[config.mk]
export PLATFORM = sky130hd
export DESIGN_NAME = accumulator_alu_14bit_tagged
export DESIGN_NICKNAME = d
export VERILOG_FILES = /design/src/sv/aalu_pkg.sv /design/src/sv/aalu_cell.sv /design/src/sv/accumulator_alu_14bit_tagged.sv
export SDC_FILE = /design/constraint.sdc
export NUM_CORES = 2
export LEC_CHECK = 0
export ABC_AREA = 1
export BUFFER_PORTS_ARGS = -buffer_cell sky130_fd_sc_hd__buf_2
export CAP_MARGIN = 20
export CORE_AREA = 2 2 292 294
export CTS_BUF_LIST = sky130_fd_sc_hd__clkbuf_2 sky130_fd_sc_hd__clkbuf_4 sky130_fd_sc_hd__clkbuf_8
export DETAILED_ROUTE_END_ITERATION = 16
export DIE_AREA = 0 0 294 296
export PLACE_DENSITY = 0.71
export SLEW_MARGIN = 20
export SYNTH_ARGS = -nofsm -noshare
export SYNTH_HDL_FRONTEND = slang
export SYNTH_SLANG_ARGS = --single-unit
[constraint.sdc]
create_clock -name clk -period 33.9 [get_ports clk]
set_clock_uncertainty 0.05 [all_clocks]
set_input_delay 3.39 -clock clk [delete_from_list [all_inputs] [get_ports clk]]
set_output_delay 3.39 -clock clk [all_outputs]
set_load 0.01 [all_outputs]
[src/sv/aalu_pkg.sv]
`default_nettype none
package aalu_pkg;
	localparam int VALUE_BITS_DEF = 14;

	typedef enum logic [2:0] {
		CMD_ADD = 3'd0,
		CMD_SUB = 3'd1,
		CMD_DIV = 3'd2,
		CMD_MUL = 3'd3,
		CMD_NEG = 3'd4
	} cmd_t;

	typedef enum logic [1:0] {
		ST_OK     = 2'd0,
		ST_DIV0   = 2'd1,
		ST_BADCMD = 2'd2
	} status_t;

	// control carried alongside the divider chain
	typedef struct packed {
		logic    vld;
		logic    neg;
		logic    is_div;
		status_t st;
	} aalu_ctl_t;
endpackage
`default_nettype wire

[src/sv/aalu_cell.sv]
`default_nettype none
// One restoring-division step: shifts one dividend bit into the remainder; non-division items pass through unchanged
module aalu_cell
	import aalu_pkg::*;
#(
	parameter int VALUE_BITS = VALUE_BITS_DEF,
	parameter int STEP       = 0
) (
	input  wire logic                  clk,
	input  wire logic                  arst_n,
	input  wire logic                  stall,
	input  wire aalu_ctl_t             ctl_i,
	input  wire logic [VALUE_BITS-1:0] rem_i,
	input  wire logic [VALUE_BITS-1:0] quo_i,
	input  wire logic [VALUE_BITS-1:0] dvs_i,
	input  wire logic [VALUE_BITS:0]   wrd_i,
	output aalu_ctl_t                  ctl_q,
	output logic [VALUE_BITS-1:0]      rem_q,
	output logic [VALUE_BITS-1:0]      quo_q,
	output logic [VALUE_BITS-1:0]      dvs_q,
	output logic [VALUE_BITS:0]        wrd_q
);
	localparam int BIT = VALUE_BITS - 1 - STEP;

	logic [VALUE_BITS:0]   trial;
	logic [VALUE_BITS-1:0] rem_n;
	logic [VALUE_BITS-1:0] quo_n;

	// trial subtract
	always_comb begin
		trial = {rem_i, quo_i[BIT]} - {1'b0, dvs_i};
		quo_n = quo_i;
		if (!trial[VALUE_BITS]) begin
			rem_n      = trial[VALUE_BITS-1:0];
			quo_n[BIT] = ctl_i.is_div;
		end else begin
			rem_n      = {rem_i[VALUE_BITS-2:0], quo_i[BIT]};
			quo_n[BIT] = 1'b0;
		end
		if (!ctl_i.is_div) begin
			quo_n = quo_i;
			rem_n = rem_i;
		end
	end

	always_ff @(posedge clk or negedge arst_n) begin
		if (!arst_n) begin
			ctl_q <= '0;
		end else if (!stall) begin
			ctl_q <= ctl_i;
		end
	end

	always_ff @(posedge clk) begin
		if (!stall) begin
			rem_q <= rem_n;
			quo_q <= quo_n;
			dvs_q <= dvs_i;
			wrd_q <= wrd_i;
		end
	end
endmodule
`default_nettype wire

[src/sv/accumulator_alu_14bit_tagged.sv]
`default_nettype none
// Accumulator ALU with tagged words (tag bit on top, two's-complement value below).
// Input channel: in_valid/in_stall with command, accumulator_in, operand_value.
// Output channel: out_valid/out_stall with accumulator_out, status, counter_advance.
// A transfer happens where valid is high and stall low.
// Pipeline: one entry stage that forms magnitudes, the product and early results,
// then a row of VALUE_BITS division cells (one quotient bit each), then the
// output register. Every item walks the whole cell row.
// Throughput: one item per cycle while the output is not stalled.
// When the receiver stalls, the whole row holds and in_stall follows out_stall
// while the output register is full, so nothing is lost or repeated.
// Reset clears all valid bits; payload registers are not reset.
module accumulator_alu_14bit_tagged
	import aalu_pkg::*;
#(
	parameter int VALUE_BITS = VALUE_BITS_DEF
) (
	input  wire logic                clk,
	input  wire logic                arst_n,
	input  wire logic                in_valid,
	output logic                     in_stall,
	input  wire logic [2:0]          command,
	input  wire logic [VALUE_BITS:0] accumulator_in,
	input  wire logic [VALUE_BITS:0] operand_value,
	output logic                     out_valid,
	input  wire logic                out_stall,
	output logic [VALUE_BITS:0]      accumulator_out,
	output logic [1:0]               status,
	output logic                     counter_advance
);
	localparam int N = VALUE_BITS;

	logic stall;
	assign stall    = out_valid && out_stall;
	assign in_stall = stall;

	// entry stage
	logic [N-1:0]   a, b, ma, mb, r0;
	logic [2*N-1:0] prod;
	logic           neg;
	aalu_ctl_t      ctl0;

	always_comb begin
		a    = accumulator_in[N-1:0];
		b    = operand_value[N-1:0];
		ma   = a[N-1] ? (N)'(-a) : a;
		mb   = b[N-1] ? (N)'(-b) : b;
		neg  = a[N-1] ^ b[N-1];
		prod = ma * mb;
		r0   = '0;
		ctl0.vld    = in_valid;
		ctl0.neg    = neg;
		ctl0.is_div = 1'b0;
		ctl0.st     = ST_OK;
		case (command)
			CMD_ADD: r0 = a + b;
			CMD_SUB: r0 = a - b;
			CMD_MUL: r0 = neg ? (N)'(-prod[N-1:0]) : prod[N-1:0];
			CMD_NEG: r0 = (N)'(-a);
			CMD_DIV: begin
				if (b == '0) ctl0.st = ST_DIV0;
				else ctl0.is_div = 1'b1;
			end
			default: ctl0.st = ST_BADCMD;
		endcase
	end

	aalu_ctl_t        ctl_c [N+1];
	logic [N-1:0]     rem_c [N+1];
	logic [N-1:0]     quo_c [N+1];
	logic [N-1:0]     dvs_c [N+1];
	logic [N:0]       wrd_c [N+1];

	always_ff @(posedge clk or negedge arst_n) begin
		if (!arst_n) begin
			ctl_c[0] <= '0;
		end else if (!stall) begin
			ctl_c[0] <= ctl0;
		end
	end

	// quotient register holds dividend magnitude or the early result
	always_ff @(posedge clk) begin
		if (!stall) begin
			rem_c[0] <= '0;
			quo_c[0] <= ctl0.is_div ? ma : r0;
			dvs_c[0] <= mb;
			wrd_c[0] <= accumulator_in;
		end
	end

	// division row
	for (genvar i = 0; i < N; i++) begin : g_cell
		aalu_cell #(.VALUE_BITS(N), .STEP(i)) u_cell (
			.clk(clk), .arst_n(arst_n), .stall(stall),
			.ctl_i(ctl_c[i]), .rem_i(rem_c[i]), .quo_i(quo_c[i]),
			.dvs_i(dvs_c[i]), .wrd_i(wrd_c[i]),
			.ctl_q(ctl_c[i+1]), .rem_q(rem_c[i+1]), .quo_q(quo_c[i+1]),
			.dvs_q(dvs_c[i+1]), .wrd_q(wrd_c[i+1])
		);
	end

	// output register
	logic [N-1:0] qf;
	always_comb begin
		qf = quo_c[N];
		if (ctl_c[N].is_div && ctl_c[N].neg) qf = (N)'(-quo_c[N]);
	end

	always_ff @(posedge clk or negedge arst_n) begin
		if (!arst_n) begin
			out_valid <= 1'b0;
		end else if (!stall) begin
			out_valid <= ctl_c[N].vld;
		end
	end

	always_ff @(posedge clk) begin
		if (!stall) begin
			status          <= ctl_c[N].st;
			counter_advance <= (ctl_c[N].st == ST_OK);
			accumulator_out <= (ctl_c[N].st == ST_OK) ? {1'b1, qf} : wrd_c[N];
		end
	end
endmodule
`default_nettype wire

==> metrics.yaml <==
clock_tree:
  cts_tree: "yes"
  cts.htree.levels: 4
  cts_setup_buffers: 0
  cts_inserted_buffers: 147
  cts-root-buf: "clkbuf_8"
  cts_num_sinks: 907
  cts.clk_slew.worst_paths_ns: 0.06
  clk_path_buf_depth: 3
  cts.repair.resized: 0
  ctsHoldBuffers: 0
  clk-insertion-delay-late_ns: 0.81
worst_setup_path:
  r2r_cells: 7
  path_max_fanout: 14
  r2r-start: "out_valid$_DFFE_PN0N_"
  worstSetupPathType: "in2reg"
  worstPathRequired_ns: 34.33
  r2r_slack_ns: 29.67
  cp.arrival_ns: 10.54
  crit_path_start: "accumulator_in[0]"
  end_kind: "flop"
  cp-start-kind: "input pin"
  r2r-end: "g_cell[0].u_cell.ctl_q[2]$_DFFE_PN0N_"
sta:
  min_period_over_period_pct: 29.8
  slew_headroom_pct: 27.4
  period_minus_slack_ns: 10.11
  setup_tns_ns: 0
  hold_viol_final: 0
  max_freq_mhz: 98.9
  finalSetupViolations: 0
  slew_violations: 0
  rsz0062_at_grt: "no"
  worst-slew-pin-transition_ns: 1.08
yosys:
  yosys.area.top_type_share_pct: 54.5
  syn_inst: 4057
  seq_area_frac_synth_pct: 58.6
  synth_edf_count: 831
  synthesis.area_sq_um: 45800
  yosysWarnings: 0
  synth_ff_type: "edfxtp_1"
  synthTopCellsByArea: "edfxtp_1 (54%), nand2_1 (8.9%), ha_1 (6.7%)"
  synth_seq_cells: 907
  synth_area_leader_cell: "edfxtp_1"
  async_flop_share_pct: 8.38
  ys_types: 59
  syn_area_per_cell_sq_um: 11.3
min_path:
  holdPathEnd: "g_cell[3].u_cell.quo_q[2]$_DFFE_PN_"
  holdPathStages: 0
  hp-class: "reg2reg"
  min_from: "g_cell[2].u_cell.quo_q[2]$_DFFE_PN_"
power_and_ir_drop:
  clkPwrFrac_pct: 17.4
  power_density_nw_per_um2: 111
  combPwrFrac_pct: 42.2
  power.internal_mw: 3.40
  sw_frac_of_total_pct: 38.7
  switching_power_mw: 2.15
  seqPwrFrac_pct: 40.4
  power_leakage_nw: 22.0
  peakVddDrop_uv: 62.0
layout:
  layout_common_cells: "nand2_1 (1,087), edfxtp_1 (831), inv_1 (502), ha_1 (244), a21oi_1 (164)"
  layout.nets: 4527
  drive_gt1_share_pct: 13.6
  area_growth_pct: 9.41
  fillers: 6645
  final_common_cell: "nand2_1"
  stdcell_area_sq_um: 50100
routing:
  drt-total-wl_mm: 74.9
  drt_iter0_markers: 1475
  dr.pass1.iters: 7
  antenna_left: 0
  dr_total_vias: 27200
  drc_errors: 0
  vias_per_cell: 5.05
  wl_per_cell_um: 13.9
placed_design:
  place.gp.congestion: 0.873
  hpwlAfterDp_mm: 53.8
  io_buffers: 55
  detailed_place.area_sq_um: 47000
floorplan:
  fp.dieW_um: 294
  die_area_sq_um: 87000
  io_pins: 57
  initial_core_util_pct: 54.4
  core_sq_um: 84200
  die_h_um: 296
  rows: 107
flow_run:
  maxCapViolations: 0
global_routing:
  grt.total_usage_pct: 18.0
  grt_overflow: 0
  grt_pass1_vias: 27100
  grt_max_degree: 189
  grt_pass1_wl_mm: 127
  antenna_found_initial: 1
status:
  status: "completed"
## critical path, stage by stage
cell and delay [ns]:
buf_2 0.27, inv_2 0.23, ha_1 0.34, xnor2_1 0.21, nand2_1 0.07, o21ai_1 0.46, inv_1 0.45, nor2_1 0.26
fa_1 0.48, fa_1 0.45, ha_1 0.29, ha_1 0.29, inv_1 0.05, fa_1 0.50, fa_1 0.54, inv_1 0.04
ha_1 0.33, a21oi_1 0.23, o21ai_0 0.16, a21oi_1 0.23, xor2_1 0.39, nor2_1 0.14, nand2_1 0.08, nand2_1 0.06
or2_2 0.28, nand3_1 0.08, o2111ai_1 0.22
## synthesized netlist by cell type, types with 3 or more instances
cell type and instances:
nand2_1 1088, edfxtp_1 831, inv_1 503, ha_1 244, a21oi_1 164, nor2_1 136
o21ai_0 112, o211ai_2 108, xnor2_1 87, nand3_1 86, xor2_1 80, dfrtp_1 76
fa_1 69, clkbuf_1 58, o211ai_1 50, o21ai_1 33, nand2_2 32, o21ai_2 32
buf_6 28, a21boi_2 24, a21oi_2 24, nand3b_1 20, nor3_1 16, buf_2 15
o21bai_1 14, o2111ai_1 13, o22ai_1 13, a21boi_1 12, nor2_2 10, nand4_1 9
or2_2 8, a31oi_1 6, inv_2 6, nand3_2 6, a211oi_1 5, nor4_1 5
nor2_4 4, nand2_4 3
## per-layer routing
metal	part of all wire, %	up-vias	wire length [um]	global-route usage (%)
met4	2.8	0	2130	7.04
met1	43	12600	31800	21.6
li1	-	14100	-	-
met2	51	413	38200	32.0
met5	0	-	0	0
met3	3.7	147	2780	3.45
## kinds of logic (layout without fill, tap and decap cells)
family | Yosys count | in the layout | share of synthesized area [%]
buffers and inverters | 618 | 854 | 5.60
flip-flops | 907 | 907 | 58.6
AND/OR/NAND/NOR | 1430 | 1430 | 12.8
XOR/XNOR | 167 | 167 | 3.19
other | 1 | 8 | 0.00819
adder cells (fa/ha/maj) | 313 | 313 | 9.68
AO/OA/AOI/OAI | 621 | 621 | 10.1
## cell type report
cell class,count,area [sq um],area share (%)
clock inverters,57,561,1.12
repair buffers,71,410,0.819
multi-input cells,2537,16400,32.7
clock buffers,213,2570,5.14
flip-flops and latches,907,26900,53.6
well taps,1090,1360,2.72
inverters,513,1930,3.86
diodes,2,5.00,0.00999
## power groups by stage
stage | sequential [mW] | combinational, mW | clock [mW]
after global routing | 2.31 | 2.70 | 1.05
after detailed placement | 2.26 | 2.35 | 0
after CTS | 2.24 | 2.37 | 0.999
after global placement | 2.24 | 2.28 | 0
after floorplan | 2.39 | 2.04 | 0
final | 2.24 | 2.34 | 0.966
## worst max-delay path by stage
stage                                         to  slack, ns  cells after the start
floorplan           accumulator_out[0]$_DFFE_PN_       6.29                      2
CTS                         quo_c[209]$_DFFE_PN_      23.93                     29
global route                quo_c[209]$_DFFE_PN_      23.51                     31
finish                      quo_c[207]$_DFFE_PN_      23.79                     27
detailed placement          quo_c[209]$_DFFE_PN_      23.04                     29
global placement            quo_c[209]$_DFFE_PN_      22.99                     29
## flip-flops by register name (all words and copies together) (netlist names)
name / flops
g_cell.u_cell.wrd_q: 210
g_cell.u_cell.quo_q: 196
g_cell.u_cell.dvs_q: 182
g_cell.u_cell.rem_q: 182
g_cell.u_cell.ctl_q: 70
accumulator_out: 15
wrd_c: 15
dvs_c: 14
quo_c: 14
ctl_c: 5
status: 2
counter_advance: 1
out_valid: 1
## through the flow
stage               util, %  hold slack, ns  power [mW]  setup WS (ns)  instances
finish                 59.5           0.333        5.54          23.79       5390
global route           59.5           0.325        6.06          23.51       5390
CTS                    59.5           0.326        5.61          23.93       5388
detailed placement     55.8           0.355        4.62          23.04       5118
global placement       55.8           0.351        4.52          22.99       5118
floorplan                 -           0.350        4.42           6.29       4062
Note: power is estimated with default switching activity, not from simulation.
